$ cat config.mk
export PLATFORM = sky130hd
export DESIGN_NAME = tqa_ctrl
export DESIGN_NICKNAME = d
export VERILOG_FILES = /design/src/hdl/tqa_pkg.sv /design/src/hdl/tqa_ctrl.sv
export VERILOG_INCLUDE_DIRS = /design/src /design/src/hdl
export SDC_FILE = /design/constraint.sdc
export NUM_CORES = 1
export LEC_CHECK = 0
export BUFFER_PORTS_ARGS = -buffer_cell sky130_fd_sc_hd__buf_2
export CAP_MARGIN = 20
export CORE_AREA = 2 2 39 41
export DETAILED_ROUTE_END_ITERATION = 8
export DIE_AREA = 0 0 41 43
export PLACE_DENSITY_LB_ADDON = 0.05
export RECOVER_POWER = 25
export SETUP_SLACK_MARGIN = 0.02
export SYNTH_ARGS = -nofsm -noshare
export SYNTH_HDL_FRONTEND = slang
export SYNTH_SLANG_ARGS = --single-unit
$ cat constraint.sdc
create_clock -name clk_i -period 1.45 [get_ports clk_i]
set_clock_uncertainty 0.05 [all_clocks]
set_input_delay 0.145 -clock clk_i [delete_from_list [all_inputs] [get_ports clk_i]]
set_output_delay 0.145 -clock clk_i [all_outputs]
set_load 0.03 [all_outputs]
$ cat src/hdl/assert_macros.svh
// ----------------------------------------------------------------------------
// Assertion macros
// Concurrent assertion wrappers shared by the agent RTL; empty for synthesis.
// ----------------------------------------------------------------------------
`ifndef ASSERT_MACROS_SVH
`define ASSERT_MACROS_SVH

`ifndef SYNTHESIS
// general property on the rising edge, held off while reset is low
`define ASSERT_CLK(lbl, clk, rst_n, prop, msg) \
  lbl: assert property (@(posedge clk) disable iff (!rst_n) (prop)) else $error(msg);
// same-cycle implication
`define ASSERT_IMPLY(lbl, clk, rst_n, ante, cons, msg) \
  lbl: assert property (@(posedge clk) disable iff (!rst_n) (ante) |-> (cons)) else $error(msg);
`else
`define ASSERT_CLK(lbl, clk, rst_n, prop, msg)
`define ASSERT_IMPLY(lbl, clk, rst_n, ante, cons, msg)
`endif

`endif

$ cat src/hdl/tqa_pkg.sv
// ----------------------------------------------------------------------------
// Q-learning agent package
// Shared types, constants and control structs of the agent block.
// ----------------------------------------------------------------------------
package tqa_pkg;

  localparam int STATES          = 256;
  localparam int ACTIONS_DEF     = 5;
  localparam int VALUE_WIDTH_DEF = 32;
  localparam int FRAC_ONE        = 65536;

  localparam int CFG_IDX_W  = 3;
  localparam int CFG_DATA_W = 17;

  localparam logic [11:0] LVL_ONE_RST   = 12'd500;
  localparam logic [11:0] LVL_TWO_RST   = 12'd1500;
  localparam logic [11:0] LVL_THREE_RST = 12'd2500;
  localparam logic [15:0] ALPHA_RST     = 16'd6554;
  localparam logic [15:0] GAMMA_RST     = 16'd58982;
  localparam logic [16:0] EPS_STEP_RST  = 17'd66;
  localparam logic [16:0] EPS_RST       = 17'd65536;

  typedef enum logic [CFG_IDX_W-1:0] {
    CFG_LVL_ONE   = 3'd0,
    CFG_LVL_TWO   = 3'd1,
    CFG_LVL_THREE = 3'd2,
    CFG_ALPHA     = 3'd3,
    CFG_GAMMA     = 3'd4,
    CFG_EPS_STEP  = 3'd5
  } tqa_cfg_e;

  typedef enum logic [3:0] {
    ST_CLEAR,
    ST_IDLE,
    ST_ROW,
    ST_QRD,
    ST_WAIT,
    ST_GQ_LO,
    ST_GQ_HI,
    ST_GQ_SUM,
    ST_DIFF,
    ST_D_LO,
    ST_D_HI,
    ST_D_SUM,
    ST_NV,
    ST_WRITE,
    ST_SCAN,
    ST_OUT
  } tqa_state_e;

  typedef struct packed {
    logic [11:0]       front_right_sample;
    logic [11:0]       right_side_sample;
    logic [11:0]       left_side_sample;
    logic [11:0]       front_left_sample;
    logic signed [7:0] reward;
    logic [15:0]       explore_draw;
    logic [15:0]       action_draw;
  } tqa_in_t;

  typedef struct packed {
    logic [2:0]         chosen_action;
    logic [7:0]         state_index;
    logic               explored;
    logic [16:0]        epsilon_now;
    logic signed [31:0] written_value;
  } tqa_out_t;

  typedef struct packed {
    logic clr_wr;    // clearing pass write
    logic item_ld;   // latch input word
    logic cnt_clr;
    logic row_rd;    // read next entry of the new state's row
    logic q_rd;      // read entry of previous state/action
    logic mul_sel;   // 0: gamma * max, 1: alpha * diff
    logic mul_lo;
    logic mul_hi;
    logic base_ld;
    logic sum_ld;
    logic diff_ld;
    logic nv_ld;
    logic upd_wr;    // table write-back and epsilon decay
    logic scan;      // argmax scan over row buffer
    logic out_ld;
  } tqa_cmd_t;

  typedef struct packed {
    logic cnt_last;
    logic clr_last;
    logic have_last;
    logic out_busy;
  } tqa_stat_t;

endpackage

$ cat src/hdl/tqa_ctrl.sv
// ----------------------------------------------------------------------------
// Agent controller
// Sequences table clear, row read, update arithmetic, write-back and choice.
// ----------------------------------------------------------------------------
`include "assert_macros.svh"

module tqa_ctrl (
  input  logic               clk_i,
  input  logic               rst_ni,
  input  logic               in_valid_i,
  output logic               in_ready_o,
  input  tqa_pkg::tqa_stat_t stat_i,
  output tqa_pkg::tqa_cmd_t  cmd_o
);
  import tqa_pkg::*;

  tqa_state_e state_q, state_d;

  always_ff @(posedge clk_i or negedge rst_ni) begin
    if (!rst_ni) begin
      state_q <= ST_CLEAR;
    end else begin
      state_q <= state_d;
    end
  end

  always_comb begin
    state_d    = state_q;
    cmd_o      = '0;
    in_ready_o = 1'b0;
    unique case (state_q)
      ST_CLEAR: begin
        cmd_o.clr_wr = 1'b1;
        if (stat_i.clr_last) state_d = ST_IDLE;
      end
      ST_IDLE: begin
        in_ready_o = 1'b1;
        if (in_valid_i) begin
          cmd_o.item_ld = 1'b1;
          cmd_o.cnt_clr = 1'b1;
          state_d       = ST_ROW;
        end
      end
      ST_ROW: begin
        cmd_o.row_rd = 1'b1;
        if (stat_i.cnt_last) state_d = ST_QRD;
      end
      ST_QRD: begin
        cmd_o.q_rd = 1'b1;
        state_d    = ST_WAIT;
      end
      ST_WAIT: begin
        // last read word lands this cycle; first word skips the update
        if (stat_i.have_last) begin
          state_d = ST_GQ_LO;
        end else begin
          cmd_o.cnt_clr = 1'b1;
          state_d       = ST_SCAN;
        end
      end
      ST_GQ_LO: begin
        cmd_o.mul_lo  = 1'b1;
        cmd_o.base_ld = 1'b1;
        state_d       = ST_GQ_HI;
      end
      ST_GQ_HI: begin
        cmd_o.mul_hi = 1'b1;
        state_d      = ST_GQ_SUM;
      end
      ST_GQ_SUM: begin
        cmd_o.sum_ld = 1'b1;
        state_d      = ST_DIFF;
      end
      ST_DIFF: begin
        cmd_o.diff_ld = 1'b1;
        state_d       = ST_D_LO;
      end
      ST_D_LO: begin
        cmd_o.mul_sel = 1'b1;
        cmd_o.mul_lo  = 1'b1;
        state_d       = ST_D_HI;
      end
      ST_D_HI: begin
        cmd_o.mul_sel = 1'b1;
        cmd_o.mul_hi  = 1'b1;
        state_d       = ST_D_SUM;
      end
      ST_D_SUM: begin
        cmd_o.sum_ld = 1'b1;
        state_d      = ST_NV;
      end
      ST_NV: begin
        cmd_o.nv_ld = 1'b1;
        state_d     = ST_WRITE;
      end
      ST_WRITE: begin
        cmd_o.upd_wr  = 1'b1;
        cmd_o.cnt_clr = 1'b1;
        state_d       = ST_SCAN;
      end
      ST_SCAN: begin
        cmd_o.scan = 1'b1;
        if (stat_i.cnt_last) state_d = ST_OUT;
      end
      ST_OUT: begin
        if (!stat_i.out_busy) begin
          cmd_o.out_ld = 1'b1;
          state_d      = ST_IDLE;
        end
      end
      default: state_d = ST_CLEAR;
    endcase
  end

  `ASSERT_CLK(a_accept_leaves_idle, clk_i, rst_ni, in_valid_i && in_ready_o |=> state_q != ST_IDLE, "accepted word did not start processing")
  `ASSERT_IMPLY(a_update_needs_prev, clk_i, rst_ni, cmd_o.upd_wr, stat_i.have_last, "table write without a previous state")

endmodule

## Word level (Yosys, flattened, before mapping)

Cells that the tools add are included.

- Bits in writable memories: 0
- Register bits: 4
- Logic and storage cells: 53
- Memories: 0
- Input port bits: 7
- Output and inout bits: 16
- Latch bits: 0
- ROM bits: 0

- Mux-type cells: 26
- Shifts and indexed selects: 0
- Equality and inequality tests: 20
- $add $sub $neg: 0
- Reductions and logical operators: 6
- Bitwise gates (word level): 0
- $lt $le $gt $ge: 0
- Div/mod/pow operators: 0
- Multiply operators: 0

Operators by type and width:

| kind | count |
|---|---|
| one-hot mux 4 bit (16 select lines) | 1 |
| equality test 4 bit (second input constant) | 8 |
| two-way mux 4 bit | 6 |
| two-way mux 1 bit | 17 |
| equality test 4 x 3 -> 1 bit (second input constant) | 4 |
| inequality test 2 bit (second input constant) | 5 |
| equality test 4 x 2 -> 1 bit (second input constant) | 2 |
| OR reduction 2 bit | 4 |
| AND reduction 5 bit | 1 |
| equality test 4 x 1 -> 1 bit (second input constant) | 1 |
| logical NOT 4 bit | 1 |
| one-hot mux 1 bit (3 select lines) | 1 |
| two-way mux 2 bit | 1 |

## Longest topological paths before layout

- Depth after elaboration: 3
- Mapped depth: 6
- Depth with buffers taken out: 4

## Worst setup path after synthesis

OpenSTA, ideal clock, no wires.

- Path type: reg-to-output
- Start point: register state_q[2]
- End point: output port cmd_o[13] in the netlist's numbering
- Data required time: 1.255 ns
- Buffers on the path: 2
- Stages on the path, launching flop included: 5
- Arrival time: 1.810 ns
- Setup slack: -0.555 ns
- Cell sequence: dfrtp_1 buf_2 buf_2 nor3_1 and2_1

RTL lines:

| item | line | RTL |
|---|---|---|
| start: declaration | tqa_ctrl.sv:17 | `tqa_state_e state_q, state_d;` |
| start signal: assignment | tqa_ctrl.sv:23 | `state_q <= state_d;` |
| end: declaration | tqa_ctrl.sv:13 | `output tqa_pkg::tqa_cmd_t cmd_o` |

## Worst setup path in the final report

- Start point: register state_q[2]
- End point: register state_q[3]

- Word-level cells in the longest chain between the ends: 3
- Elaborated cells between the ends (all ways): 23
- Those cells by class: 20 x eq/ne; 1 x mux; 2 x reduce/logical

Ends and longest elaborated chain:

| item | line | RTL |
|---|---|---|
| equality test 4 x 2 -> 1 bit, or another cell as far along | tqa_ctrl.sv:31 | `unique case (state_q)` |
| inequality test 2 bit (no source line) | -- |  |
| AND reduction 5 bit (no source line) | -- |  |

Several ways; a longest one is shown, not always the timed one.
A chain may end at the register's enable or synchronous reset.

==> results.json <==
{
  "run_status": "finished with violations",
  "violations": "negative setup slack",
  "synthTopCellsByArea": "dfrtp_1 24%, nor2_1 8.0%, nand2b_1 7.4%, nor3_1 7.1%, nand2_1 6.3%",
  "p_comb_share_pct": 86.6,
  "p_per_area_nw_per_um2": 2860,
  "arrival_ps": 1690,
  "fin_ws_ps": -172,
  "largest_reg_flops": 4,
  "fin_crit_sh_pct": 112,
  "grt_pass1_wl_um": 2840,
  "dp_hpwl_um": 973,
  "syn_avg_cell_area_um2": 7.25,
  "drtPass1Iterations": 4,
  "hold_viol": 0,
  "place_area_um2": 744,
  "nets": 119,
  "vias_per_cell": 5.20,
  "ys_warn_count": 0,
  "detail_route.drc_violations": 0,
  "power_w": 0.00345,
  "yosysTopAreaCell": "dfrtp_1",
  "grt_max_degree": 10,
  "crit_family": "compound AO/OA/AOI/OAI gates",
  "swShare_pct": 46.2,
  "design_area_um2": 1200,
  "start_kind": "flop",
  "yosysUniqueCellTypes": 24,
  "yosys_register_bits": 4,
  "cap_violations": 0,
  "cts-root-buf": "clkbuf_4",
  "grt_antenna_before_repair": 0,
  "whs_ps": 215,
  "fin_cells": 127,
  "power.leakage_nw": 0.546,
  "finalSetupViolCount": 18,
  "clock_latency_ps": 240,
  "grt_pass1_vias": 628,
  "grt_usage_pct": 24.0,
  "seq_area_frac_synth_pct": 23.8,
  "synthesis.nets": 65,
  "reg2reg_from": "state_q[2]",
  "fillers": 60,
  "ioPinCount": 23,
  "cts.path.max_buffers": 2,
  "cp_max_fo": 5,
  "dr_total_vias": 661,
  "hold_class": "in2async",
  "ant_nets": 0,
  "core.rowCount": 14,
  "worstPathRequired_ps": 1520,
  "yosys.area.top_type_share_pct": 23.8,
  "slew_headroom_pct": 75.1,
  "die-area_um2": 1760,
  "ir_worst_vdd_v": 0.00172,
  "regMostFlops": "state_q",
  "p_switching_w": 0.00159,
  "p_clk_share_pct": 4.6,
  "die_h_um": 43,
  "fin_crit_ps": 1620,
  "postSynthCellCount": 58,
  "syn_to_final_growth_pct": 186,
  "timing.fmax_ghz": 0.617,
  "gp_congestion": 0.758,
  "diodes": 0,
  "portBuffers": 22,
  "wl_um": 2000,
  "cts_tree": "built",
  "path_buf_inv": 1,
  "biggestRegsByFlops": "state_q (4)",
  "dpl.cell_count": 109,
  "dr.first_iter.drc_count": 7,
  "crit_path_max_incr_delay_ps": 430,
  "crit_path_end_kind": "flop",
  "drive_gt1_share_pct": 81.1,
  "wl_per_cell_um": 15.7,
  "die_w_um": 41,
  "clkTransAtPathRegs_ps": 40,
  "clock_sink_count": 4,
  "syn_area_um2": 420,
  "rrSetupSlack_ps": -170,
  "htree_levels": 1,
  "core-area_um2": 1380,
  "cp_slowest_cell": "dfrtp_2",
  "r2r_end": "state_q[3]",
  "rsz0062_at_grt": "true",
  "cts-buffers-inserted": 3,
  "rr_worst_depth": 4,
  "final_max_slew_viol_count": 0,
  "p_int_w": 0.00185,
  "start_util_pct": 30.4,
  "grt-ovfl-total": 0,
  "critPathKind": "reg2reg",
  "cp_cell_sequence": "buf_8 > o41ai_2 > a21oi_2 > mux2_4",
  "share_seq_of_total_power_pct": 8.8,
  "tightest_slew_ps": 370
}
[synthesized netlist by cell type]
| master | n |
|---|---|
| a21bo_2 | 1 |
| nand4_1 | 1 |
| buf_2 | 4 |
| mux2_4 | 1 |
| dfrtp_1 | 4 |
| o221ai_1 | 1 |
| nand2_1 | 7 |
| nor3b_1 | 2 |
| clkbuf_1 | 1 |
| and2_1 | 1 |
| nor3_1 | 6 |
| o21ai_0 | 1 |
| nor2_1 | 9 |
| a21oi_1 | 4 |
| o21a_1 | 1 |
| nand2b_1 | 5 |
| o31a_1 | 1 |
| a21oi_2 | 1 |
| nand3_1 | 1 |
| inv_1 | 1 |
| xnor2_1 | 2 |
| a22o_1 | 1 |
| o41ai_2 | 1 |
| nor4_2 | 1 |
[area by class of cell]
| type | instances | area (um2) | share of cell area [%] |
|---|---|---|---|
| clock buffers | 4 | 26.3 | 2.18 |
| inverters | 1 | 3.75 | 0.312 |
| multi-input cells | 48 | 509 | 42.3 |
| flip-flops and latches | 4 | 104 | 8.63 |
| well taps | 16 | 20.0 | 1.66 |
| repair buffers | 54 | 541 | 44.9 |
[routing by layer]
layer	GRT usage (%)	share of wire (%)	up-vias	wire (um)
li1	-	-	316	-
met3	3.14	4.6	9	91
met5	0	0	-	0
met4	14.0	3.3	0	66
met2	36.3	54	26	1070
met1	31.0	39	310	770
[worst max path at each step]
| stage | cells after the start | slack [ps] | end | start |
|---|---|---|---|---|
| after CTS | 6 | -130 | cmd_o[12] | state_q[2] |
| after floorplan | 4 | -280 | state_q[3] | state_q[1] |
| after global placement | 4 | -60 | state_q[3] | state_q[3] |
| final | 4 | -170 | state_q[3] | state_q[2] |
| after global routing | 6 | -210 | state_q[3] | state_q[2] |
| after detailed placement | 4 | -90 | state_q[3] | state_q[1] |
[placed cells by master (no fill, tap or decap), types with 2 or more instances in the layout]
master,instances
nor3_2,2
nand2b_4,5
buf_8,3
clkbuf_4,3
nand2_1,6
buf_4,16
nor2_2,2
a21oi_2,3
dfrtp_2,3
nor2_4,6
buf_6,27
clkbuf_1,2
nor3_4,4
buf_2,5
[power by group through the flow]
stage | Combinational (W) | Sequential (W) | Clock [W]
floorplan | 0.00116 | 0.000258 | 0
global placement | 0.00171 | 0.000286 | 0
detailed placement | 0.00170 | 0.000290 | 0
CTS | 0.00254 | 0.000287 | 0.000163
global route | 0.00317 | 0.000307 | 0.000173
finish | 0.00298 | 0.000304 | 0.000158
[per-stage QoR]
| step | utilization (%) | worst slack (ps) | setup TNS (ps) |
|---|---|---|---|
| global route | 87.0 | -212 | -2280 |
| CTS | 79.0 | -125 | -854 |
| floorplan | - | -276 | -1780 |
| detailed placement | 53.8 | -87.1 | -211 |
| global placement | 53.8 | -63.4 | -183 |
| finish | 87.0 | -172 | -1510 |
[repair_timing]
item                       in CTS  in global routing
setup buffers                  10                  4
hold buffers                    1                  0
setup endpoints to repair      19                 19
gates cloned                    1                  0
resized for setup              58                 23
pin swaps                       9                  5
hold endpoints to repair        4                  0
[cells by family (layout without fill, tap and decap cells)]
group	after synthesis	in the layout	share of synthesized area, %
AND/OR/NAND/NOR	33	33	39.6
AO/OA/AOI/OAI	12	12	22.3
buffers and inverters	6	59	6.55
flip-flops	4	4	23.8
XOR/XNOR	2	2	4.17
multiplexers	1	1	3.57
No activity file was read; power rests on OpenSTA's default activity.
